File: src/rtl/lsts_pkg.sv
`timescale 1ns / 1ps
// ----------------------------------------------------------------------------
// lsts_pkg: shared types and constants
// Field widths and the transaction token that travels along the cell chain.
// ----------------------------------------------------------------------------
package lsts_pkg;

    localparam int ELEM_W   = 32;
    localparam int SUM_W    = 48;
    localparam int BEST_W   = 9;
    localparam int M_DATA_W = 16;

    // Largest value the best_length field can show.
    localparam logic [BEST_W-1:0] BEST_SAT = {BEST_W{1'b1}};

    // Control and prefix data of one transaction on its way down the chain.
    typedef struct packed {
        logic             valid;  // slot holds a transaction
        logic             first;  // transaction opens a new array
        logic             full;   // transaction was over capacity and is ignored
        logic             done;   // prefix found in, or written to, the table
        logic [SUM_W-1:0] sum;    // running prefix sum after this element
        logic [SUM_W-1:0] need;   // prefix that would close a run with the target sum
    } lsts_tok_t;

endpackage

File: src/rtl/lsts_cell.sv
`timescale 1ns / 1ps
// ----------------------------------------------------------------------------
// lsts_cell: one prefix table cell
// Holds one distinct prefix sum and its first position, compares it with the
// passing transaction and hands the transaction on to the next cell.
// ----------------------------------------------------------------------------
module lsts_cell #(
    parameter int MAX_ITEMS = 256
) (
    input  logic                                aclk,
    input  logic                                aresetn,
    input  logic                                advance,
    input  lsts_pkg::lsts_tok_t                 tok_in,
    input  logic [$clog2(MAX_ITEMS)-1:0]        pos_in,
    input  logic [$clog2(MAX_ITEMS+1)-1:0]      cand_in,
    output lsts_pkg::lsts_tok_t                 tok_out,
    output logic [$clog2(MAX_ITEMS)-1:0]        pos_out,
    output logic [$clog2(MAX_ITEMS+1)-1:0]      cand_out
);

    localparam int IW = $clog2(MAX_ITEMS);
    localparam int PW = $clog2(MAX_ITEMS + 1);
    localparam int SW = lsts_pkg::SUM_W;

    logic                 entry_valid_reg, entry_valid_next;
    logic [SW-1:0]        entry_sum_reg;
    logic [IW-1:0]        entry_pos_reg;
    lsts_pkg::lsts_tok_t  tok_reg, tok_next;
    logic [IW-1:0]        pos_reg;
    logic [PW-1:0]        cand_reg, cand_next;

    logic                 live;
    logic                 eff_valid;
    logic                 match_need;
    logic                 match_sum;
    logic                 insert;
    logic [IW-1:0]        run_len;

    // An array's first transaction sees this cell empty and fills or clears it.
    always_comb begin
        live       = tok_in.valid && !tok_in.full;
        eff_valid  = entry_valid_reg && !tok_in.first;
        match_need = live && eff_valid && (entry_sum_reg == tok_in.need);
        match_sum  = live && eff_valid && (entry_sum_reg == tok_in.sum);
        insert     = live && !eff_valid && !tok_in.done;
        run_len    = pos_in - entry_pos_reg;

        cand_next = cand_in;
        if (match_need && (PW'(run_len) > cand_in)) begin
            cand_next = PW'(run_len);
        end

        tok_next      = tok_in;
        tok_next.done = tok_in.done || match_sum || insert;

        entry_valid_next = entry_valid_reg;
        if (insert) begin
            entry_valid_next = 1'b1;
        end else if (live && tok_in.first) begin
            entry_valid_next = 1'b0;
        end
    end

    // Control state, stored prefix and the forwarded transaction.
    always_ff @(posedge aclk) begin
        if (!aresetn) begin
            entry_valid_reg <= 1'b0;
            tok_reg.valid   <= 1'b0;
        end else if (advance) begin
            entry_valid_reg <= entry_valid_next;
            tok_reg.valid   <= tok_next.valid;
        end
        if (advance) begin
            if (insert) begin
                entry_sum_reg <= tok_in.sum;
                entry_pos_reg <= pos_in;
            end
            tok_reg.first <= tok_next.first;
            tok_reg.full  <= tok_next.full;
            tok_reg.done  <= tok_next.done;
            tok_reg.sum   <= tok_next.sum;
            tok_reg.need  <= tok_next.need;
            pos_reg       <= pos_in;
            cand_reg      <= cand_next;
        end
    end

    assign tok_out  = tok_reg;
    assign pos_out  = pos_reg;
    assign cand_out = cand_reg;

endmodule

File: config.mk
export PLATFORM = sky130hd
export DESIGN_NAME = lsts_cell
export DESIGN_NICKNAME = d
export VERILOG_FILES = /design/src/rtl/lsts_pkg.sv /design/src/rtl/lsts_cell.sv
export SDC_FILE = /design/constraint.sdc
export NUM_CORES = 1
export LEC_CHECK = 0
export BUFFER_PORTS_ARGS = -buffer_cell sky130_fd_sc_hd__buf_2
export CORE_MARGIN = 5
export CORE_UTILIZATION = 45
export CTS_CLUSTER_DIAMETER = 100
export DETAILED_ROUTE_END_ITERATION = 8
export PLACE_DENSITY = 0.77
export SLEW_MARGIN = 20
export SYNTH_ARGS = -nofsm -noshare
export SYNTH_HDL_FRONTEND = slang
export SYNTH_SLANG_ARGS = --single-unit
export TNS_END_PERCENT = 10
File: constraint.sdc
create_clock -name aclk -period 4.6 [get_ports aclk]
set_input_delay 0.23 -clock aclk [delete_from_list [all_inputs] [get_ports aclk]]
set_output_delay 0.23 -clock aclk [all_outputs]
set_load 0.02 [all_outputs]
==> impl_metrics.toml, run 1 <==
[grt]
antenna_found_initial = 3
grt_pass1_wl_um = 26300
grt_overflow = 0
grt_max_degree = 91
grt_pass1_vias = 4853
grtUsageTotal = 0.192

[synthesis]
synth_top_family_by_area = "XOR/XNOR gates"
synth_xor_area_frac = 0.122
yosys-top-cells-area = "edfxtp_1, xnor2_1, xor2_1"
ys_types = 40
syn_area_um2 = 7020
ys_ff_latch = 174
yosysTopAreaCellShare = 0.736
syn-num-nets = 541
ys.flop_type = "edfxtp_1"
synth_edf_count = 172
async_flop_share = 0
synthCells = 405
synth_common_cells = "edfxtp_1, xnor2_1, xor2_1, inv_1, nand4_1"
synth.most_common_cell = "edfxtp_1"
synth_adder_area_share = 0.0296
synth.mux.area_fraction = 0.0157
synth.avg_cell_area_um2 = 17.3
yosysSeqAreaShare = 0.741
synthSimpleGateAreaFrac = 0.0531
yosys.area.top_type = "edfxtp_1"
synth_compound_area_frac = 0.0253
yosysWarnings = 0

[floorplanning]
coreArea_um2 = 15300
rows = 45
die_h_um = 135
start_util = 0.460
chipWidth_um = 135
ios = 237
dieArea_um2 = 18200

[timing]
whs_ns = 0.0219
setup_viol = 0
setup_tns_ns = 0
drv_slew = 0
period_needed_ns = 3.65
max-slew-margin-rel = 0.426
finalCritPeriodShare = 0.794
fmaxAchievable_mhz = 274
rsz0062_at_grt = "false"
worst_slew_pin_slew_ns = 0.862
hold_viol_final = 0
skew_ns = 0.0110

[clock_tree]
cts_tree = "done"
cts-root-buf = "clkbuf_16"
clkTransAtPathRegs_ns = 0.06
clkSinkCount = 174
htreeDepth = 4
cts_buffer_depth = 2
clock_latency_ns = 0.42
cts_buffers = 17
post_cts_buffers = 0

[setup_path]
crit_path_start_kind = "flip-flop"
path_common_cell = "a21oi_1"
crit_family = "compound AO/OA/AOI/OAI gates"
required_ns = 4.77
critical_path.reg2reg.startpoint = "entry_pos_reg[0]"
critPathMaxStageDelay_ns = 0.58
cp_max_fo = 8
criticalPathCategory = "reg -> reg"
critPathCaptureType = "flip-flop"
crit_buf_inv = 1
critPathSlowestCell = "o311ai_4"
cp_data_arrival_time_ns = 3.82
path_cells = "ha_1 > inv_1 > fa_1 > a21o_1 > a21oi_1 > o21bai_1 > a21oi_1 > xnor2_1 > ha_1 > a21oi_1 > nor2b_1 > o311ai_4 > mux2_2"
startpoint = "entry_pos_reg[0]"

[power]
pwr_density_cell_nw_per_um2 = 393
ir_drop_uv = 221
leakagePower_uw = 0.00368

[finish]
drive_above_1_share = 0.394
post-route-util = 0.608
largest_reg_flops = 100
fin_area_um2 = 9280
nets = 821
syn_to_final_growth_pct = 32.2

[placement]
hpwl_um = 13000
placed_cell_area_um2 = 8490
place_congestion = 0.801
portBuffers = 236

[detailed_routing]
post-route-drc-count = 0
wl_per_cell_um = 19.0
wl_um = 17300
drtAntennaViolNets = 0
drtIter0Drc = 216
vias = 4520
drt_pass1_iterations = 4
via_per_inst = 4.96

[run_status]
outcome = "finished, final reports clean"

[worst_hold_path]
hold_class = "in -> reg"
hp-start = "tok_in[5]"

[job]
drv_cap = 0
-- stage by stage --
stage / power, uW / std cells / worst slack [ns]
after floorplan: 2120 / 405 / 1.42
after CTS: 3690 / 907 / 0.985
after detailed placement: 2340 / 853 / 0.940
after global placement: 2320 / 853 / 1.16
after global routing: 3790 / 911 / 0.781
final: 3650 / 911 / 0.948
-- path summary, 6_finish.rpt --
check / to / slack [ns] / depth (start not counted)
max: cand_out[3] / 0.95 / 13
min reg2reg: tok_out[99] / 0.54 / 2
min: tok_out[5] / 0.02 / 1
max reg2reg: cand_out[3] / 0.95 / 13
-- power breakdown --
group | switching [uW] | internal (uW) | total [uW]
clock | 578 | 751 | 1330
combinational | 277 | 167 | 445
sequential | 28.7 | 1850 | 1880
total | 884 | 2770 | 3650
-- area by class of cell --
| class | instances | area, um^2 |
|---|---|---|
| antenna | 2 | 5.00 |
| clock buffer | 24 | 452 |
| clock inverter | 8 | 88.8 |
| fill | 1156 | 5980 |
| inverter | 23 | 86.3 |
| multi-input combinational | 207 | 1740 |
| sequential | 174 | 5200 |
| tap | 211 | 264 |
| timing repair buffer | 262 | 1440 |
-- what timing repair did --
item / CTS / global route
hold buffers: 22 / 2
endpoints found under the hold margin: 24 / 2
setup endpoints to repair: 0 / 0
resized for setup: 0 / 0
-- routing by layer --
metal / share of wire / track usage / vias up
met5: 0.00040 / 0 / -
met4: 0.036 / 0.0950 / 2
met3: 0.065 / 0.0525 / 47
met2: 0.50 / 0.322 / 193
met1: 0.40 / 0.230 / 2187
li1: - / - / 2091
-- cell families (layout without fill, tap and decap cells) --
logic type	count (synthesis)	count (layout)
simple gates	60	60
flops	174	174
compound gates	24	24
mux	9	9
buf+inv	24	317
fa+ha+maj	16	16
other cells	0	2
xor+xnor	98	98
-- worst register-to-register path, cell delays in order, from the launching register on --
cell      delay [ns]
edfxtp_1        0.34
ha_1            0.16
inv_1           0.05
fa_1            0.39
a21o_1          0.17
a21oi_1         0.25
o21bai_1        0.12
a21oi_1         0.18
xnor2_1         0.18
ha_1            0.31
a21oi_1         0.16
nor2b_1         0.09
o311ai_4        0.58
mux2_2          0.41
-- cells in the final DEF (no fill, tap or decap), types with 3 or more instances in the layout --
master / n
a21oi_1: 7
buf_2: 235
clkbuf_1: 7
clkbuf_16: 17
clkinvlp_4: 4
dlygate4sd3_1: 24
edfxtp_1: 172
ha_1: 15
inv_1: 23
mux2_2: 4
mux2_4: 3
nand2_1: 4
nand3_1: 5
nand4_1: 16
nor2_1: 6
nor2b_1: 5
nor3_1: 3
nor4_1: 11
o21ai_0: 3
xnor2_1: 52
xor2_1: 46
No activity file was read; power rests on OpenSTA's default activity.
==> run 2, diff against run 1 <==
Clock period 4.6 ns to 3.3 ns, I/O delays scaled along.
==> run 2 against run 1 <==
Net effect:
- the run now ends with negative setup slack left
- sequential power is 39% higher
- clock skew hardly changed
- critical path depth is 1 higher
- utilization is 6.4 points higher
- maximum frequency is 4.9% higher
- worst hold slack better by 0.029 ns
- via count is 12% higher
==> impl_metrics.toml, run 2 (synthesis results as in run 1) <==
[run_status]
outcome = "finished, violations left"
violations = "negative setup slack"

[setup_path]
cp_max_fo = 3
critPathCaptureType = "flip-flop"
cp_data_arrival_time_ns = 3.65
path_cells = "ha_2 > inv_2 > fa_2 > a21o_1 > a21oi_2 > o21bai_1 > a21oi_2 > xnor2_2 > ha_1 > a21oi_1 > nor2b_1 > o311ai_4 > buf_4 > mux2_2"
crit_path_start_kind = "flip-flop"
required_ns = 3.46
path_common_cell = "a21oi_2"
ff2ff_path_depth = 14
r2r_slack_ns = -0.18
rr_endpoint = "cand_out[1]"
critPathSlowestCell = "fa_2"
critical_path.reg2reg.startpoint = "entry_pos_reg[0]"
criticalPathCategory = "reg -> reg"
critPathMaxStageDelay_ns = 0.34

[job]
drv_cap = 0

[detailed_routing]
drt_pass1_iterations = 4
wl_per_cell_um = 19.8
post-route-drc-count = 0
drtAntennaViolNets = 0
via_per_inst = 5.03
wl_um = 19900
drtIter0Drc = 300
vias = 5051

[grt]
met2_usage = 0.392
met3_usage = 0.0499
grt_pass1_vias = 5533
grtUsageTotal = 0.220
grtUsageMet1 = 0.246
antenna_found_initial = 1
grt_overflow = 0
grt_max_degree = 60
grt_pass1_wl_um = 30100
busiest_layer = "met2"

[timing]
drv_slew = 0
rsz0062_at_grt = "true"
skew_ns = 0.0108
fmaxAchievable_mhz = 287
finalCritPeriodShare = 1.05
worst_slew_pin_slew_ns = 0.791
setup_ws_ns = -0.180
setup_viol = 7
setup_tns_ns = -1.09
max-slew-margin-rel = 0.472
hold_viol_final = 0
period_needed_ns = 3.48

[floorplanning]
dieArea_um2 = 18200
coreArea_um2 = 15300
start_util = 0.460
ios = 237
chipWidth_um = 135
die_h_um = 135
rows = 45

[finish]
most-common-layout-cells = "buf_2, edfxtp_1, dlygate4sd3_1"
nets = 915
layout_commonest_cell = "buf_2"
largest_reg_flops = 100
drive_above_1_share = 0.376
layoutNonFillerInstCount = 1004
syn_to_final_growth_pct = 46.0
n_fill_cell = 1048

[power]
power_frac_comb = 0.141
fin_total_pwr_uw = 5220
p_int_uw = 3930
pwr_density_cell_nw_per_um2 = 509
ir_drop_uv = 339
clkPwrFrac = 0.357
p_seq_frac = 0.502
leakagePower_uw = 0.00411
netSwitchingFraction = 0.248
switchingPower_uw = 1290

[clock_tree]
htreeDepth = 4
cts_buffer_depth = 2
cts_tree = "done"
cts-root-buf = "clkbuf_16"
clock_latency_ns = 0.42
cts_buffers = 17
clkSinkCount = 174
clkTransAtPathRegs_ns = 0.06

[worst_hold_path]
hp-start = "tok_in[99]"
min_to = "tok_out[99]"
hold_class = "in -> reg"
hold_depth = 3

[placement]
place_congestion = 0.814
placed_cells = 858
portBuffers = 236
hpwl_um = 12800
## run 2: stage by stage
stage | util | hold slack, ns | setup slack (ns) | cell area [um^2]
global route | 0.672 | 0.0486 | -0.248 | 10300
finish | 0.672 | 0.0508 | -0.180 | 10300
floorplan | - | 0.264 | 0.123 | 7030
detailed placement | 0.559 | 0.357 | -0.245 | 8530
global placement | 0.559 | 0.355 | -0.0296 | 8530
CTS | 0.670 | 0.0212 | -0.0600 | 10200
## run 2: worst max-delay path: cells and delay by family (launching register included)
| kind | cells | cell delay (ns) |
|---|---|---|
| adder cells (fa/ha/maj) | 3 | 0.83 |
| flip-flops | 1 | 0.33 |
| AO/OA/AOI/OAI | 6 | 1.22 |
| multiplexers | 1 | 0.34 |
| buffers and inverters | 2 | 0.23 |
| XOR/XNOR | 1 | 0.16 |
| AND/OR/NAND/NOR | 1 | 0.10 |
## run 2: layout make-up
type	count	area, um^2	share of cell area
inverters	23	86.3	0.00842
diodes	1	2.50	0.000244
well taps	211	264	0.0258
clock inverters	13	114	0.0111
repair buffers	356	2360	0.230
clock buffers	19	433	0.0422
flip-flops and latches	174	5200	0.508
multi-input cells	207	1790	0.175
## run 2: power groups by stage
| stage | registers (uW) | clock network (uW) | logic, uW |
|---|---|---|---|
| 6_report | 2620 | 1860 | 733 |
| 4_1_cts | 2620 | 1900 | 714 |
| 3_3_place_gp | 2660 | 0 | 588 |
| 5_1_grt | 2630 | 2000 | 778 |
| 3_5_place_dp | 2660 | 0 | 600 |
| 2_1_floorplan | 2820 | 0 | 143 |
## run 2: worst max path at each step
stage	end	cells past startpoint	slack (ns)	startpoint
after floorplan	cand_out[1]	13	0.12	entry_pos_reg[0]
after detailed placement	cand_out[2]	12	-0.24	entry_pos_reg[1]
final	cand_out[1]	14	-0.18	entry_pos_reg[0]
after CTS	cand_out[6]	15	-0.06	entry_pos_reg[0]
after global placement	cand_out[1]	15	-0.03	pos_in[0]
after global routing	cand_out[6]	15	-0.25	entry_pos_reg[0]
## run 2: routing by layer
layer	part of all wire	up-vias
li1	-	2276
met1	0.36	2474
met2	0.53	245
met3	0.066	56
met4	0.036	0
met5	0	-
## run 2: repair_timing
item                       CTS  global route
hold buffers               107             0
setup endpoints to repair    8             8
gates resized for setup     10             4
hold endpoints to repair   163             0
pin swaps                    9             2
gates cloned                 0             0
setup buffers                6             0
