===== src/rtl/lsts_pkg.sv =====
`timescale 1ns / 1ps
// ----------------------------------------------------------------------------
// lsts_pkg: shared types and constants
// Field widths and the transaction token that travels along the cell chain.
// ----------------------------------------------------------------------------
package lsts_pkg;

    localparam int ELEM_W   = 32;
    localparam int SUM_W    = 48;
    localparam int BEST_W   = 9;
    localparam int M_DATA_W = 16;

    // Largest value the best_length field can show.
    localparam logic [BEST_W-1:0] BEST_SAT = {BEST_W{1'b1}};

    // Control and prefix data of one transaction on its way down the chain.
    typedef struct packed {
        logic             valid;  // slot holds a transaction
        logic             first;  // transaction opens a new array
        logic             full;   // transaction was over capacity and is ignored
        logic             done;   // prefix found in, or written to, the table
        logic [SUM_W-1:0] sum;    // running prefix sum after this element
        logic [SUM_W-1:0] need;   // prefix that would close a run with the target sum
    } lsts_tok_t;

endpackage


===== src/rtl/lsts_tail.sv =====
`timescale 1ns / 1ps
// ----------------------------------------------------------------------------
// lsts_tail: best length and output register
// Keeps the longest run of the current array and presents one result
// transaction for each transaction that leaves the chain.
// ----------------------------------------------------------------------------
module lsts_tail #(
    parameter int MAX_ITEMS = 256
) (
    input  logic                                aclk,
    input  logic                                aresetn,
    input  lsts_pkg::lsts_tok_t                 tok_in,
    input  logic [$clog2(MAX_ITEMS+1)-1:0]      cand_in,
    output logic                                advance,
    output logic                                m_tvalid,
    input  logic                                m_tready,
    output logic [lsts_pkg::M_DATA_W-1:0]       m_tdata,
    output logic                                m_tuser
);

    localparam int PW = $clog2(MAX_ITEMS + 1);
    localparam int BW = lsts_pkg::BEST_W;
    localparam int XW = (PW > BW) ? PW : BW;

    logic [PW-1:0]  best_reg, best_next;
    logic           m_tvalid_reg;
    logic [BW-1:0]  best_out_reg, best_out_next;
    logic           full_out_reg;
    logic [XW-1:0]  best_wide;

    // The whole chain moves whenever the output register can take a result.
    assign advance = !m_tvalid_reg || m_tready;

    // Longest run so far; an ignored transaction leaves it unchanged.
    always_comb begin
        best_next = best_reg;
        if (tok_in.valid && !tok_in.full) begin
            if (tok_in.first || (cand_in > best_reg)) begin
                best_next = cand_in;
            end
        end
        best_wide     = XW'(best_next);
        best_out_next = (best_wide > XW'(lsts_pkg::BEST_SAT))
                      ? lsts_pkg::BEST_SAT : best_wide[BW-1:0];
    end

    // Control state.
    always_ff @(posedge aclk) begin
        if (!aresetn) begin
            best_reg     <= '0;
            m_tvalid_reg <= 1'b0;
        end else if (advance) begin
            best_reg     <= best_next;
            m_tvalid_reg <= tok_in.valid;
        end
    end

    // Result payload.
    always_ff @(posedge aclk) begin
        if (advance) begin
            best_out_reg <= best_out_next;
            full_out_reg <= tok_in.full;
        end
    end

    assign m_tvalid = m_tvalid_reg;
    assign m_tdata  = {{(lsts_pkg::M_DATA_W-BW){1'b0}}, best_out_reg};
    assign m_tuser  = full_out_reg;

endmodule


===== config.mk =====
export PLATFORM = sky130hd
export DESIGN_NAME = lsts_tail
export DESIGN_NICKNAME = d
export VERILOG_FILES = /design/src/rtl/lsts_pkg.sv /design/src/rtl/lsts_tail.sv
export SDC_FILE = /design/constraint.sdc
export NUM_CORES = 1
export LEC_CHECK = 0
export ABC_AREA = 1
export BUFFER_PORTS_ARGS = -buffer_cell sky130_fd_sc_hd__buf_2
export CORE_ASPECT_RATIO = 1.2
export CORE_MARGIN = 1.5
export CORE_UTILIZATION = 35
export DETAILED_ROUTE_END_ITERATION = 10
export PLACE_DENSITY = 0.79
export SYNTH_ARGS = -nofsm -noshare
export SYNTH_HDL_FRONTEND = slang
export SYNTH_SLANG_ARGS = --single-unit

===== constraint.sdc =====
create_clock -name aclk -period 2 [get_ports aclk]
set_input_delay 0.3 -clock aclk [delete_from_list [all_inputs] [get_ports aclk]]
set_output_delay 0.3 -clock aclk [all_outputs]
set_load 0.01 [all_outputs]

==> run_results.csv, run 1 <==
group,metric,value,unit
worst_setup_path,worstPathArrival,1820,ps
worst_setup_path,cp_slowest_cell,"dfxtp_1",
die,die_h,68.1,um
clock_tree,numCtsBuffers,3,
global_route,grt_first_pass_wirelength,3.63,mm
drt,drt_first_pass_iters,4,
power_and_ir_drop,total_power,0.000990,W
placement,io_buffers,26,
clock_tree,cts_tree,"done",
worst_setup_path,path_max_fanout,10,
worst_setup_path,critPathMaxStageDelay,370,ps
die,initial_core_util,36.7,%
drt,drc,0,
outcome,status,"completed",
clock_tree,clkTransAtPathRegs,70,ps
timing,finalCritPeriodShare,90.0,%
logic_synthesis,yosysUniqueCellTypes,21,
layout,syn2layout_area_growth,15.2,%
logic_synthesis,syn-cell-area,1240,um^2
timing,max_freq,555,MHz
timing,rsz0062_at_grt,"false",
clock_tree,clock_sinks,20,
placement,place_congestion,0.734,
layout,final.fill_count,341,
logic_synthesis,synth_top_area_cell,"edfxtp_1",
power_and_ir_drop,powerDensity,695,nW/um^2
layout,layout-drive-gt1-share,26.1,%
layout,seqCellArea,500,um^2
logic_synthesis,synthCells,151,
worst_setup_path,crit_chain,"inv_1 > ha_1 > nand2_1 > nor2_1 > nand3b_1 > nand3_1 > nand2_2 > nand2_4 > nand2_8 > nand2_2 > nand2_1",
drt,wirelength,2.19,mm
drt,via_per_inst,4.55,
layout,fin_cells,217,
clock_tree,ctsResizeCount,0,
clock_tree,clock_path_buffers,2,
die,die_w,57.3,um
drt,drt.antenna.violating_nets,0,
global_route,grt_max_degree,14,
layout,diodes,0,
placement,dp.cells,213,
worst_setup_path,worstReg2RegStart,"best_reg[4]",
worst_setup_path,critPathCaptureType,"flop",
global_route,grt_pass1_vias,887,
timing,min_period,1800,ps
min_path,min_to,"m_tuser",
global_route,grt_overflow_total,0,
clock_tree,postCtsSetupBuffers,0,
die,dieArea,3900,um^2
layout,postLayoutCellArea,1420,um^2
timing,tns,0,ps
die,row_count,23,
clock_tree,htreeDepth,1,
drt,drt_iter0_drc,18,
die,core,3370,um^2
clock_tree,cts_hold_buf,0,
min_path,min_path_cells,1,
worst_setup_path,start_kind,"flop",
power_and_ir_drop,leakage,0.822,nW
logic_synthesis,ys_warn_count,0,
layout,multi_input_area,563,um^2
layout,final_util,42.3,%
worst_setup_path,reg2reg_slack,200,ps
job,maxCapViolCount,0,
worst_setup_path,cp.required,2010,ps
min_path,hold_path_startpoint,"tok_in[97]",
global_route,antenna_found_initial,0,
placement,place_area,1380,um^2
timing,drv_slew,0,
logic_synthesis,ys_seq_area_share,40.5,%
logic_synthesis,postSynthAreaPerCell,8.19,um^2
drt,num_vias,987,
power_and_ir_drop,ir_drop,0.294,mV
logic_synthesis,netlist_top_cells_area,"edfxtp_1 24%, dfxtp_1 16%, inv_1 9.7%",
clock_tree,clockRootBuffer,"clkbuf_8",
layout,layout_common_cells,"32 x inv_1, 27 x nand2_1, 26 x buf_2",
logic_synthesis,ys_ff_latch,20,
worst_setup_path,worstReg2RegEnd,"best_out_reg[0]",
worst_setup_path,path_class,"reg -> reg",
timing,finalHoldViolCount,0,
layout,final_common_cell,"inv_1",
min_path,min_path_type,"in -> reg",
die,num_io_pins,131,
placement,detailed_place_hpwl,1.68,mm
layout,nets,302,
clock_tree,clkLatencyLatePin,250,ps
global_route,track_usage,12.0,%
worst_setup_path,reg2reg_depth,11,
drt,routedWlPerCell,10.1,um
timing,finClkSkew,1.78,ps
logic_synthesis,synth_top_cell_area_share,24.3,%
timing,setup_viol,0,
[report_power, final]
group	internal, W	switching (W)	leakage, nW
Sequential	0.000474	0.0000171	0.194
Combinational	0.0000896	0.000137	0.606
Clock	0.000142	0.000130	0.0228
[logic make-up after synthesis]
family | Yosys count | share of synthesized area [%]
and+or+nand+nor | 66 | 28.6
buffers and inverters | 42 | 15.8
DFF | 20 | 40.5
AOI/OAI and AO/OA | 13 | 5.67
adders and majority gates | 9 | 9.11
other | 1 | 0.303
[layer usage]
layer | global-route usage (%) | vias to the layer above | wire, um
met3 | 2.46 | 3 | 111
met4 | 4.07 | 0 | 19
met5 | 0 | - | 0
met2 | 22.7 | 30 | 1130
met1 | 13.3 | 434 | 922
li1 | - | 520 | -
[critical path: cells and delay by family, from the launching register on]
family,cells,cell delay [ps]
buffers and inverters,1,50
flip-flops,1,370
AND/OR/NAND/NOR,9,850
adder cells (fa/ha/maj),1,280
[layout make-up]
type | instances | area share, %
clock buffer | 4 | 3.16
sequential | 20 | 35.1
tap | 37 | 3.25
inverter | 33 | 8.70
multi-input combinational | 95 | 39.5
timing repair buffer | 28 | 10.2
[synth_stat cells]
cell type  instances
buf_6              1
conb_1             1
dfxtp_1           10
nand3b_1           1
nor2_1             2
nor2_4             1
nor2_8             1
nand2_2           12
a21o_1             1
a21boi_1           1
clkinv_1           1
nand3_1           20
nand2_8            1
o21ai_0            9
edfxtp_1          10
buf_4              8
nand2_1           27
inv_1             32
a21oi_1            2
nand2_4            1
ha_1               9
[worst max-delay path by stage]
stage,start,end,slack [ps],cells past startpoint
6_report,best_reg[4],best_out_reg[0],200,11
3_3_place_gp,cand_in[4],best_out_reg[0],180,11
2_1_floorplan,best_reg[4],best_out_reg[1],370,11
3_5_place_dp,cand_in[4],best_out_reg[0],170,11
4_1_cts,best_reg[4],best_out_reg[5],180,11
5_1_grt,best_reg[4],best_reg[7],20,13
[through the flow]
stage	setup WS, ps	hold slack, ps
finish	199	338
floorplan	369	399
global route	23.4	336
global placement	184	551
detailed placement	170	552
CTS	176	333
(Power assumes the default switching activity.)
==> run 2: changes to the inputs <==
--- a/config.mk
+++ b/config.mk
@@ -5,13 +5,13 @@
 export SDC_FILE = /design/constraint.sdc
 export NUM_CORES = 1
 export LEC_CHECK = 0
-export ABC_AREA = 1
 export BUFFER_PORTS_ARGS = -buffer_cell sky130_fd_sc_hd__buf_2
 export CORE_ASPECT_RATIO = 1.2
 export CORE_MARGIN = 1.5
-export CORE_UTILIZATION = 35
+export CORE_UTILIZATION = 33
 export DETAILED_ROUTE_END_ITERATION = 10
-export PLACE_DENSITY = 0.79
+export PLACE_DENSITY = 0.77
+export SKIP_CTS_REPAIR_TIMING = 1
 export SYNTH_ARGS = -nofsm -noshare
 export SYNTH_HDL_FRONTEND = slang
 export SYNTH_SLANG_ARGS = --single-unit
==> run 2 against run 1 <==
Compared with the run above: the flow now finishes with violations (setup timing); utilization increased by 6.1 points; power increased by 16%; synthesized cell count decreased by 32%; worst setup slack got worse by 300 ps; largest cell class unchanged; clock skew increased by 4.9 ps; worst hold slack got worse by 120 ps; via count decreased by 12%; combinational power increased by 13%; final area increased by 12%; cell count decreased by 17%; critical endpoint is now best_out_reg[6].
==> run_results.csv, run 2 <==
group,metric,value,unit
logic_synthesis,synth_xor_area_share,0,%
logic_synthesis,netlist_top_cells_area,"edfxtp_1 26%, dfxtp_1 18%, ha_1 9.9%",
die,die_w,56.7,um
drt,wirelength,2.56,mm
layout,nets,265,
worst_setup_path,cp.required,2030,ps
clock_tree,clockRootBuffer,"clkbuf_8",
placement,detailed_place_hpwl,1.66,mm
min_path,min_path_type,"in -> reg",
logic_synthesis,synth.most_common_cell,"nand2_1",
logic_synthesis,synth_top_area_cell,"edfxtp_1",
clock_tree,cts_tree,"done",
logic_synthesis,ys_warn_count,0,
logic_synthesis,syn-cell-area,1140,um^2
logic_synthesis,ys_seq_area_share,43.9,%
timing,finClkSkew,6.71,ps
power_and_ir_drop,switchingPower,0.000285,W
logic_synthesis,synth_commonest_cells,"20 x nand2_1, 10 x dfxtp_1, 10 x edfxtp_1, 10 x inv_1",
drt,drt_iter0_drc,14,
logic_synthesis,synth_top_family_by_area,"multiplexers",
placement,place_congestion,0.829,
power_and_ir_drop,netSwitchingFraction,24.8,%
logic_synthesis,postSynthAreaPerCell,11.1,um^2
worst_setup_path,start_kind,"flop",
power_and_ir_drop,p_int,0.000863,W
min_path,min_path_cells,1,
logic_synthesis,synthArstFlopShare,0,%
drt,via_per_inst,4.80,
job,maxCapViolCount,0,
logic_synthesis,synth-adder-area-share,9.88,%
timing,drv_slew,0,
clock_tree,clock_path_buffers,2,
timing,max_freq,476,MHz
logic_synthesis,synth_compound_area_share,6.70,%
die,dieArea,3820,um^2
timing,rsz0062_at_grt,"true",
power_and_ir_drop,power_frac_clock,35.9,%
outcome,status,"complete, but fails checks",
clock_tree,numCtsBuffers,3,
power_and_ir_drop,seqPwrFrac,41.8,%
outcome,failed_checks,"setup timing",
die,num_io_pins,131,
worst_setup_path,reg2reg_depth,7,
logic_synthesis,synthFlopType,"edfxtp_1",
logic_synthesis,yosysUniqueCellTypes,25,
layout,layout-drive-gt1-share,58.7,%
layout,diodes,0,
drt,drt.antenna.violating_nets,0,
power_and_ir_drop,ir_drop,0.364,mV
layout,multi_input_area,697,um^2
worst_setup_path,path_max_fanout,4,
drt,drc,0,
layout,seqCellArea,510,um^2
placement,place_area,1350,um^2
global_route,grt_max_degree,20,
power_and_ir_drop,powerDensity,716,nW/um^2
layout,final_common_cell,"buf_2",
global_route,track_usage,11.7,%
die,die_h,67.4,um
worst_setup_path,critPathCaptureType,"flop",
clock_tree,htreeDepth,1,
logic_synthesis,synthMuxAreaShare,17.1,%
timing,whs,221,ps
logic_synthesis,ys_ff_latch,20,
logic_synthesis,synth-edff-count,10,
layout,syn2layout_area_growth,40.5,%
timing,worst_slack,-101,ps
worst_setup_path,worstPathArrival,2130,ps
worst_setup_path,path_class,"reg -> reg",
global_route,grt_overflow_total,0,
die,core,3310,um^2
placement,dpl_worst_slack,-456,ps
clock_tree,clkLatencyLatePin,270,ps
clock_tree,clock_sinks,20,
die,row_count,23,
global_route,antenna_found_initial,0,
layout,postLayoutCellArea,1600,um^2
drt,routedWlPerCell,14.2,um
timing,min_period,2100,ps
power_and_ir_drop,leakage,0.682,nW
timing,tns,-1290,ps
timing,setup_viol,18,
global_route,grt_pass1_vias,816,
clock_tree,clkTransAtPathRegs,80,ps
drt,num_vias,864,
placement,io_buffers,26,
layout,layout_common_cells,"26 x buf_2, 19 x nand2_1, 10 x edfxtp_1, 10 x buf_4",
logic_synthesis,synthCells,103,
timing,finalHoldViolCount,0,
global_route,grt_first_pass_wirelength,3.39,mm
logic_synthesis,synth-simple-area-share,12.5,%
power_and_ir_drop,combPwrFrac,22.3,%
timing,finalCritPeriodShare,105,%
logic_synthesis,synth_top_cell_area_share,26.3,%
layout,final.fill_count,289,
drt,drt_first_pass_iters,4,
die,initial_core_util,34.4,%
run 2: critical path: stages, from the launching register on:
cell and delay, ps:
dfxtp_2 350, inv_2 40, ha_4 250, nand4_1 140, or4b_4 570, nand4b_4 150
nor2_4 70, mux2_4 290
run 2: final timing paths:
kind	from	to	slack [ps]
setup / recovery	best_reg[2]	best_out_reg[6]	-100
hold / removal	tok_in[97]	m_tuser	220
setup reg to reg	best_reg[2]	best_out_reg[6]	-100
hold reg to reg	best_reg[1]	best_reg[1]	490
run 2: cell families (layout without fill, tap and decap cells):
family / count (synthesis) / in the layout
fa+ha+maj: 9 / 9
mux: 18 / 18
flops: 20 / 20
compound gates: 8 / 8
simple gates: 27 / 28
buf+inv: 20 / 53
other cells: 1 / 7
run 2: per-stage QoR:
step / cells / util [%] / power (W)
after floorplan: 109 / - / 0.000623
after global placement: 169 / 40.7 / 0.000678
after detailed placement: 169 / 40.7 / 0.000684
after CTS: 173 / 42.9 / 0.00109
after global routing: 180 / 48.4 / 0.00119
final: 180 / 48.4 / 0.00115
run 2: metal layers:
layer	track usage, %	wire, um
met5	0	0
met4	7.74	76
met3	2.11	118
met2	21.7	1330
met1	12.1	1040
run 2: layout make-up:
cell class              count  share of cell area (%)
clock buffers               3                    2.58
well taps                  37                    2.89
flip-flops and latches     20                    31.9
repair buffers             39                    14.9
clock inverters             1                    1.87
multi-input cells          70                    43.5
inverters                  10                    2.34
run 2: power by group through the flow:
| stage | Sequential (W) | Combinational (W) | Clock, W |
|---|---|---|---|
| floorplan | 0.000501 | 0.000123 | 0 |
| global placement | 0.000486 | 0.000192 | 0 |
| detailed placement | 0.000487 | 0.000197 | 0 |
| CTS | 0.000478 | 0.000199 | 0.000416 |
| global route | 0.000484 | 0.000278 | 0.000431 |
| finish | 0.000480 | 0.000256 | 0.000412 |
