==> src/rtl/lsts_pkg.sv <==
`timescale 1ns / 1ps
// ----------------------------------------------------------------------------
// lsts_pkg: shared types and constants
// Field widths and the transaction token that travels along the cell chain.
// ----------------------------------------------------------------------------
package lsts_pkg;

    localparam int ELEM_W   = 32;
    localparam int SUM_W    = 48;
    localparam int BEST_W   = 9;
    localparam int M_DATA_W = 16;

    // Largest value the best_length field can show.
    localparam logic [BEST_W-1:0] BEST_SAT = {BEST_W{1'b1}};

    // Control and prefix data of one transaction on its way down the chain.
    typedef struct packed {
        logic             valid;  // slot holds a transaction
        logic             first;  // transaction opens a new array
        logic             full;   // transaction was over capacity and is ignored
        logic             done;   // prefix found in, or written to, the table
        logic [SUM_W-1:0] sum;    // running prefix sum after this element
        logic [SUM_W-1:0] need;   // prefix that would close a run with the target sum
    } lsts_tok_t;

endpackage

==> src/rtl/lsts_head.sv <==
`timescale 1ns / 1ps
// ----------------------------------------------------------------------------
// lsts_head: running sum and entry stages
// Holds the target register, the running prefix sum and the position, and
// prepares each transaction for the cell chain over two register stages.
// ----------------------------------------------------------------------------
module lsts_head #(
    parameter int MAX_ITEMS = 256
) (
    input  logic                                aclk,
    input  logic                                aresetn,
    input  logic                                cfg_we,
    input  logic [lsts_pkg::ELEM_W-1:0]         cfg_wdata,
    input  logic                                advance,
    input  logic                                in_valid,
    input  logic [lsts_pkg::ELEM_W-1:0]         element,
    input  logic                                first,
    output lsts_pkg::lsts_tok_t                 tok_out,
    output logic [$clog2(MAX_ITEMS)-1:0]        pos_out,
    output logic [$clog2(MAX_ITEMS+1)-1:0]      cand_out
);

    localparam int IW = $clog2(MAX_ITEMS);
    localparam int PW = $clog2(MAX_ITEMS + 1);
    localparam int SW = lsts_pkg::SUM_W;
    localparam int EW = lsts_pkg::ELEM_W;

    logic [EW-1:0]        target_sum_reg;
    logic [SW-1:0]        running_sum_reg, running_sum_next;
    logic [PW-1:0]        position_reg, position_next;
    lsts_pkg::lsts_tok_t  st0_tok_reg, st0_tok_next;
    logic [IW-1:0]        st0_pos_reg;
    lsts_pkg::lsts_tok_t  st1_tok_reg, st1_tok_next;
    logic [IW-1:0]        st1_pos_reg;
    logic [PW-1:0]        st1_cand_reg, st1_cand_next;

    logic [SW-1:0]        sum_eff;
    logic [SW-1:0]        sum_new;
    logic [PW-1:0]        pos_eff;
    logic                 over_cap;
    logic [SW-1:0]        target_ext;

    // A new array restarts the sum and position before the element is added.
    always_comb begin
        sum_eff   = first ? '0 : running_sum_reg;
        pos_eff   = first ? '0 : position_reg;
        over_cap  = (pos_eff >= PW'(MAX_ITEMS));
        sum_new   = sum_eff + {{(SW-EW){element[EW-1]}}, element};
        running_sum_next = running_sum_reg;
        position_next    = position_reg;
        if (in_valid && !over_cap) begin
            running_sum_next = sum_new;
            position_next    = pos_eff + PW'(1);
        end
        st0_tok_next       = '0;
        st0_tok_next.valid = in_valid;
        st0_tok_next.first = first;
        st0_tok_next.full  = over_cap;
        st0_tok_next.sum   = sum_new;
    end

    // The second stage works out the prefix to look for and a run from the start.
    always_comb begin
        target_ext         = {{(SW-EW){target_sum_reg[EW-1]}}, target_sum_reg};
        st1_tok_next       = st0_tok_reg;
        st1_tok_next.need  = st0_tok_reg.sum - target_ext;
        st1_tok_next.done  = 1'b0;
        st1_cand_next      = (st0_tok_reg.sum == target_ext)
                           ? (PW'(st0_pos_reg) + PW'(1)) : '0;
    end

    // Control state and the payload of the two entry stages.
    always_ff @(posedge aclk) begin
        if (!aresetn) begin
            target_sum_reg    <= '0;
            running_sum_reg   <= '0;
            position_reg      <= '0;
            st0_tok_reg.valid <= 1'b0;
            st1_tok_reg.valid <= 1'b0;
        end else begin
            if (cfg_we) begin
                target_sum_reg <= cfg_wdata;
            end
            if (advance) begin
                running_sum_reg   <= running_sum_next;
                position_reg      <= position_next;
                st0_tok_reg.valid <= st0_tok_next.valid;
                st1_tok_reg.valid <= st1_tok_next.valid;
            end
        end
        if (advance) begin
            st0_tok_reg.first <= st0_tok_next.first;
            st0_tok_reg.full  <= st0_tok_next.full;
            st0_tok_reg.done  <= st0_tok_next.done;
            st0_tok_reg.sum   <= st0_tok_next.sum;
            st0_tok_reg.need  <= st0_tok_next.need;
            st0_pos_reg       <= pos_eff[IW-1:0];
            st1_tok_reg.first <= st1_tok_next.first;
            st1_tok_reg.full  <= st1_tok_next.full;
            st1_tok_reg.done  <= st1_tok_next.done;
            st1_tok_reg.sum   <= st1_tok_next.sum;
            st1_tok_reg.need  <= st1_tok_next.need;
            st1_pos_reg       <= st0_pos_reg;
            st1_cand_reg      <= st1_cand_next;
        end
    end

    assign tok_out  = st1_tok_reg;
    assign pos_out  = st1_pos_reg;
    assign cand_out = st1_cand_reg;

endmodule

==> config.mk <==
export PLATFORM = sky130hd
export DESIGN_NAME = lsts_head
export DESIGN_NICKNAME = d
export VERILOG_FILES = /design/src/rtl/lsts_pkg.sv /design/src/rtl/lsts_head.sv
export SDC_FILE = /design/constraint.sdc
export NUM_CORES = 1
export LEC_CHECK = 0
export BUFFER_PORTS_ARGS = -buffer_cell sky130_fd_sc_hd__clkbuf_2
export CAP_MARGIN = 20
export CORE_ASPECT_RATIO = 0.9
export CORE_MARGIN = 1.5
export CORE_UTILIZATION = 50
export DETAILED_ROUTE_END_ITERATION = 16
export GPL_TIMING_DRIVEN = 0
export MAX_ROUTING_LAYER = met4
export PLACE_DENSITY = 0.66
export SLEW_MARGIN = 0
export SYNTH_ARGS = -nofsm -noshare
export SYNTH_HDL_FRONTEND = slang
export SYNTH_SLANG_ARGS = --single-unit
==> constraint.sdc <==
create_clock -name aclk -period 4.1 [get_ports aclk]
set_clock_uncertainty 0.05 [all_clocks]
set_input_delay 0.41 -clock aclk [delete_from_list [all_inputs] [get_ports aclk]]
set_output_delay 0.41 -clock aclk [all_outputs]
set_load 0.005 [all_outputs]
==> flow_metrics.tcl, run 1 <==
set metrics [dict create \
    p_leak_nw 7.11 \
    cp.arrival_ns 4.21 \
    cp_common_cell "clkbuf_2" \
    finalCritPeriodShare_pct 95.7 \
    outcome "finished clean" \
    syn_nets 1644 \
    tns_ns 0 \
    die_h_um 166 \
    antenna_found_initial 1 \
    syn-instance-count 1476 \
    num_antenna_cells 0 \
    critPathMaxStageDelay_ns 0.46 \
    rsz0062_at_grt "no" \
    worstHoldPathType "primary input to register" \
    nets 1859 \
    synth_edf_count 173 \
    yosysUniqueCellTypes 76 \
    worstSetupPathType "primary input to register" \
    crit_chain "clkbuf_2 > clkbuf_2 > nor2b_1 > ha_1 > fa_1 > a21oi_1 > o22ai_1 > o32a_1 > a211oi_2 > o211ai_1 > nand3_1 > nor3_1 > or2_2 > xnor2_1" \
    total_power_mw 7.47 \
    hold_violations 0 \
    async_flop_share_pct 0 \
    overflow 0 \
    dieArea_um2 30500 \
    place_hpwl_mm 29.7 \
    seq_area_frac_synth_pct 47.6 \
    pin_count 187 \
    cts_buffer_depth 3 \
    setup_viol 0 \
    crit_family "compound AO/OA/AOI/OAI gates" \
    routabilityCongestion 0.936 \
    cp-start-kind "primary input" \
    end_kind "register" \
    rows 59 \
    synth_area_leaders "edfxtp_1, dfxtp_1, ha_1" \
    avgSynthCellArea_um2 9.99 \
    grt_pass1_wl_mm 60.4 \
    fillers 2566 \
    cts_tree "yes" \
    syn_area_um2 14700 \
    clockRootBuffer "clkbuf_16" \
    synth_top_area_share_pct 35.2 \
    wl_mm 39.2 \
    ctsHtreeMaxLevel 1 \
    period_minus_slack_ns 3.92 \
    initial_core_util_pct 50.9 \
    ctsHoldBuffers 0 \
    via_count 11800 \
    grt_pass1_vias 11000 \
    yosysWarnings 0 \
    drt_iter0_drc 782 \
    dr.pass1.iters 5 \
    die_x_um 184 \
    ys_ff_latch 264 \
    drive_gt1_share_pct 16.1 \
    synth_flop_cell "edfxtp_1" \
    worstPathMaxFanout 16 \
    grt_usage_pct 26.0 \
    worst_path_max_delay_cell "o32a_1" \
    worst_slew_pin_slew_ns 0.982 \
    grt_max_degree 120 \
    worst-path-buf-inv 2 \
    utilization_pct 59.6 \
    place_inst 2057 \
    maxSlewViolCount 0 \
    fmaxAchievable_mhz 255 \
    holdWs_ns 0.0308 \
    ant_nets 0 \
    fp.coreArea_um2 28900 \
    largest_reg_flops 99 \
    area_growth_pct 17.0 \
    cp.required_ns 4.39 \
    numCtsBuffers 29 \
    power_density_nw_per_um2 433 \
    avgRoutedWirePerCell_um 18.6 \
    ir_worst_vdd_v 0.000326 \
    maxCapViolCount 0 \
    relSlewSlack_pct 34.5 \
    viasPerCell 5.60 \
    yosysTopAreaCell "edfxtp_1" \
    drc 0 \
    clock_sinks 264 \
    stdcell_count 2110 \
    cts.clk_slew.worst_paths_ns 0.07 \
    clk_latency_ns 0.56 \
    portBuffers 184 \
]
## layout make-up
cell class	count	area [um2]	area share (%)
Multi-Input combinational cell	1081	7220	41.9
Clock buffer	38	875	5.07
Inverter	62	233	1.35
Sequential cell	264	7020	40.7
Buffer	68	272	1.57
Timing Repair Buffer	185	957	5.55
Clock inverter	16	174	1.01
Tap cell	396	495	2.87
## logic make-up (layout without fill, tap and decap cells)
family          after synthesis  count (layout)  synth area share [%]
fa+ha+maj                    98              98                  8.42
simple gates                462             462                  15.5
other cells                   1               1                0.0254
xor+xnor                    101             101                  6.00
buf+inv                     131             369                  3.44
compound gates              382             382                  16.5
flops                       264             264                  47.6
mux                          37              37                  2.51
## what timing repair did
action | 4_1_cts | 5_1_grt
setup endpoints to repair | 14 | 0
resized for setup | 2 | 0
buffers inserted | 0 | 0
## synthesized netlist by cell type (3+ instances only)
library cell / n
edfxtp_1: 173
nand2_1: 149
a21oi_1: 145
nor2_1: 103
ha_1: 96
dfxtp_1: 91
nor2b_1: 68
xnor2_1: 68
inv_1: 62
o21ai_0: 58
a21o_1: 56
clkbuf_1: 53
mux2i_1: 37
nand3_1: 35
xor2_1: 33
nand4_1: 31
nor3_1: 19
o21bai_1: 16
o21a_1: 14
a31oi_1: 13
a211oi_1: 12
nand2b_1: 11
buf_2: 9
o211ai_1: 9
or3_1: 9
and3_1: 7
buf_1: 6
o21ai_1: 6
nor4_1: 5
or2_2: 5
a21boi_0: 4
a311oi_1: 4
o31ai_1: 4
a21oi_2: 3
a311o_1: 3
a32oi_1: 3
and2_1: 3
and4_1: 3
o21ai_2: 3
o22ai_1: 3
## worst register-to-register path, delay by kind of cell, from the launching register on
| kind | cells | cell delay [ns] |
|---|---|---|
| DFF | 1 | 0.43 |
| AOI/OAI and AO/OA | 7 | 2.22 |
| adders and majority gates | 2 | 0.41 |
| xor gates and xnor gates | 1 | 0.15 |
| and+or+nand+nor | 1 | 0.07 |
| buffers and inverters | 1 | 0.13 |
## per-stage QoR
step                setup WS (ns)  cell area (um2)
detailed placement          -1.07            16200
global route              0.00792            17200
global placement            -1.94            16200
finish                      0.177            17200
CTS                         0.200            17200
floorplan                   0.447            14700
## cells in the final DEF (no fill, tap or decap), types with 4 or more instances in the layout
cell type  synthesis  layout
a211oi_1          12      11
a21boi_0           4       4
a21o_1            56      56
a21oi_1          145     145
a311oi_1           4       4
a31oi_1           13      13
and3_1             7       7
buf_1              6       6
buf_2              9       9
clkbuf_1          53      53
clkbuf_16          0      33
clkbuf_2           0     184
clkbuf_8           0       4
clkinv_2           0       5
dfxtp_1           91      91
edfxtp_1         173     173
ha_1              96      96
inv_1             62      62
inv_6              0       4
mux2i_1           37      37
nand2_1          149     149
nand2b_1          11      11
nand3_1           35      35
nand4_1           31      31
nor2_1           103     103
nor2b_1           68      68
nor3_1            19      19
nor4_1             5       5
o211ai_1           9       9
o21a_1            14      14
o21ai_0           58      58
o21ai_1            6       6
o21bai_1          16      16
o31ai_1            4       4
or2_2              5       5
or3_1              9       9
xnor2_1           68      68
xor2_1            33      33
## worst paths after layout
| check | from | end | slack, ns | cells past startpoint |
|---|---|---|---|---|
| setup / recovery | first | st0_tok_reg[94] | 0.18 | 14 |
| hold / removal | cfg_wdata[5] | target_sum_reg[5] | 0.03 | 3 |
| setup reg to reg | st0_tok_reg[48] | tok_out[40] | 0.38 | 12 |
| hold reg to reg | st0_tok_reg[98] | tok_out[98] | 0.37 | 0 |
## report_power, final
group          switching, mW  internal, mW  total, mW
sequential             0.123          3.14       3.26
clock                   1.10          1.70       2.80
combinational          0.849         0.562       1.41
total                   2.07          5.40       7.47
## per-layer routing
| layer | up-vias | part of all wire, % | global-route usage (%) |
|---|---|---|---|
| li1 | 5782 | - | - |
| met1 | 5586 | 48 | 37.3 |
| met2 | 380 | 44 | 38.6 |
| met3 | 69 | 5.4 | 3.44 |
| met4 | 0 | 2.8 | 7.23 |
| met5 | - | 0 | - |
(Power assumes the default switching activity.)
==> run 2, diff against run 1 <==
--- a/config.mk
+++ b/config.mk
@@ -5,6 +5,7 @@
 export SDC_FILE = /design/constraint.sdc
 export NUM_CORES = 1
 export LEC_CHECK = 0
+export ABC_CLOCK_PERIOD_IN_PS = 4700
 export BUFFER_PORTS_ARGS = -buffer_cell sky130_fd_sc_hd__clkbuf_2
 export CAP_MARGIN = 20
 export CORE_ASPECT_RATIO = 0.9
@@ -14,6 +15,7 @@
 export GPL_TIMING_DRIVEN = 0
 export MAX_ROUTING_LAYER = met4
 export PLACE_DENSITY = 0.66
+export SKIP_LAST_GASP = 1
 export SLEW_MARGIN = 0
 export SYNTH_ARGS = -nofsm -noshare
 export SYNTH_HDL_FRONTEND = slang
==> constraint.sdc (replaced) <==
create_clock -name aclk -period 4.7 [get_ports aclk]
set_clock_uncertainty 0.05 [all_clocks]
set_input_delay 0.47 -clock aclk [delete_from_list [all_inputs] [get_ports aclk]]
set_output_delay 0.47 -clock aclk [all_outputs]
set_load 0.005 [all_outputs]
==> flow_metrics.tcl, run 2 (same netlist as run 1, synthesis figures left out) <==
set metrics [dict create \
    reg2reg_depth 12 \
    place_inst 2057 \
    viasPerCell 5.58 \
    maxCapViolCount 0 \
    fp.coreArea_um2 28900 \
    maxSlewViolCount 0 \
    area_growth_pct 17.0 \
    total_power_mw 6.53 \
    die_x_um 184 \
    worst_slew_pin_slew_ns 1.01 \
    worstPathMaxFanout 10 \
    drt_iter0_drc 786 \
    drc 0 \
    initial_core_util_pct 50.9 \
    nets 1860 \
    setup_viol 0 \
    timing.rr.end "st0_tok_reg[94]" \
    pwr-share-clk_pct 37.5 \
    fmaxAchievable_mhz 222 \
    grt_usage_pct 26.0 \
    portBuffers 184 \
    dieArea_um2 30500 \
    num_antenna_cells 0 \
    final_common_cell "clkbuf_2" \
    worstSetupPathType "primary input to register" \
    cp.arrival_ns 4.79 \
    post_cts_buffers 0 \
    rsz0062_at_grt "no" \
    switching_share_pct 27.8 \
    end_kind "register" \
    mostFrequentLayoutCells "clkbuf_2, edfxtp_1, nand2_1" \
    cts_buffer_depth 3 \
    tns_ns 0 \
    worstHoldPathType "primary input to register" \
    cp.required_ns 4.99 \
    r2r_slack_ns 0.76 \
    drive_gt1_share_pct 16.0 \
    p_switching_mw 1.81 \
    hold_violations 0 \
    power_frac_seq_pct 43.6 \
    largest_reg_flops 99 \
    pin_count 187 \
    numCtsBuffers 29 \
    place_hpwl_mm 29.7 \
    power_frac_comb_pct 18.9 \
    cts.clk_slew.worst_paths_ns 0.07 \
    outcome "finished clean" \
    rows 59 \
    p_int_mw 4.71 \
    crit_path_start "first" \
    crit_chain "clkbuf_2 > clkbuf_1 > clkbuf_2 > nor2b_1 > ha_1 > fa_1 > a21oi_1 > o22ai_1 > o32a_1 > a211oi_1 > o211ai_1 > nand3_1 > nor3_1 > or2_2 > xnor2_1" \
    avgRoutedWirePerCell_um 18.6 \
    clk_latency_ns 0.56 \
    critPathMaxStageDelay_ns 0.57 \
    grt_pass1_wl_mm 60.5 \
    overflow 0 \
    worst_path_max_delay_cell "a211oi_1" \
    grt_pass1_vias 11000 \
    finalCritPeriodShare_pct 95.7 \
    cts_tree "yes" \
    dr.pass1.iters 5 \
    wl_mm 39.2 \
    ctsHtreeMaxLevel 1 \
    crit_path_end "st0_tok_reg[94]" \
    power_density_nw_per_um2 379 \
    period_minus_slack_ns 4.50 \
    stdcell_count 2111 \
    r2r-start "running_sum_reg[0]" \
    routabilityCongestion 0.936 \
    ant_nets 0 \
    ir_worst_vdd_v 0.000284 \
    clock_sinks 264 \
    clockRootBuffer "clkbuf_16" \
    relSlewSlack_pct 32.8 \
    p_leak_nw 7.11 \
    antenna_found_initial 1 \
    die_h_um 166 \
    grt_max_degree 120 \
    cp_common_cell "clkbuf_2" \
    via_count 11800 \
    cp-start-kind "primary input" \
]
## run 2: cell types whose count changed in the layout (fill, tap and decap cells not counted)
cell      change
clkbuf_1      +1
a211oi_2      -1
a211oi_1      +1
## run 2: power groups by stage
stage / clock (mW) / combinational, mW / sequential [mW]
after global routing: 2.58 / 1.36 / 2.87
final: 2.45 / 1.23 / 2.85
after global placement: 0 / 1.20 / 2.90
after detailed placement: 0 / 1.22 / 2.89
after CTS: 2.48 / 1.23 / 2.85
after floorplan: 0 / 0.791 / 2.86
## run 2: repair_timing
item / 4_1_cts / 5_1_grt
endpoints found under the setup margin: 0 / 1
resized for setup: 0 / 2
hold buffers: 0 / 0
## run 2: stage by stage
step | utilization, % | area [um2] | hold slack (ns) | setup WS (ns)
final | 59.6 | 17200 | 0.0916 | 0.200
after detailed placement | 56.0 | 16200 | 0.358 | -0.531
after global placement | 55.8 | 16200 | 0.352 | -1.40
after global routing | 59.6 | 17200 | 0.0914 | 0.0120
after CTS | 59.6 | 17200 | 0.0749 | 0.0101
after floorplan | - | 14700 | 0.350 | 0.987
## run 2: metal layers
layer	part of all wire, %	track usage, %	vias up
li1	-	-	5788
met5	0	-	-
met4	2.8	7.16	0
met1	48	37.3	5552
met3	5.3	3.44	68
met2	44	38.6	366
## run 2: final cells by class
type                    instances  area (um2)
fillers                      2567       11700
multi-input cells            1081        7220
flip-flops and latches        264        7020
repair buffers                185         957
clock buffers                  38         875
well taps                     396         495
plain buffers                  69         275
inverters                      62         233
clock inverters                16         174
## run 2: critical path: cells and delay by family
kind                       cells  cell delay (ns)
AOI/OAI and AO/OA              5             1.61
buffers and inverters          3             0.98
and+or+nand+nor                4             0.77
adders and majority gates      2             0.66
xor gates and xnor gates       1             0.30
## run 2: worst min-delay path by stage
| stage | slack (ns) | cells past startpoint | from | to |
|---|---|---|---|---|
| 2_1_floorplan | 0.35 | 0 | st0_tok_reg[97] | tok_out[97] |
| 3_3_place_gp | 0.35 | 0 | st0_tok_reg[97] | tok_out[97] |
| 3_5_place_dp | 0.36 | 0 | st0_tok_reg[98] | tok_out[98] |
| 4_1_cts | 0.07 | 3 | cfg_wdata[6] | target_sum_reg[6] |
| 5_1_grt | 0.09 | 3 | cfg_wdata[5] | target_sum_reg[5] |
| 6_report | 0.09 | 3 | cfg_wdata[5] | target_sum_reg[5] |
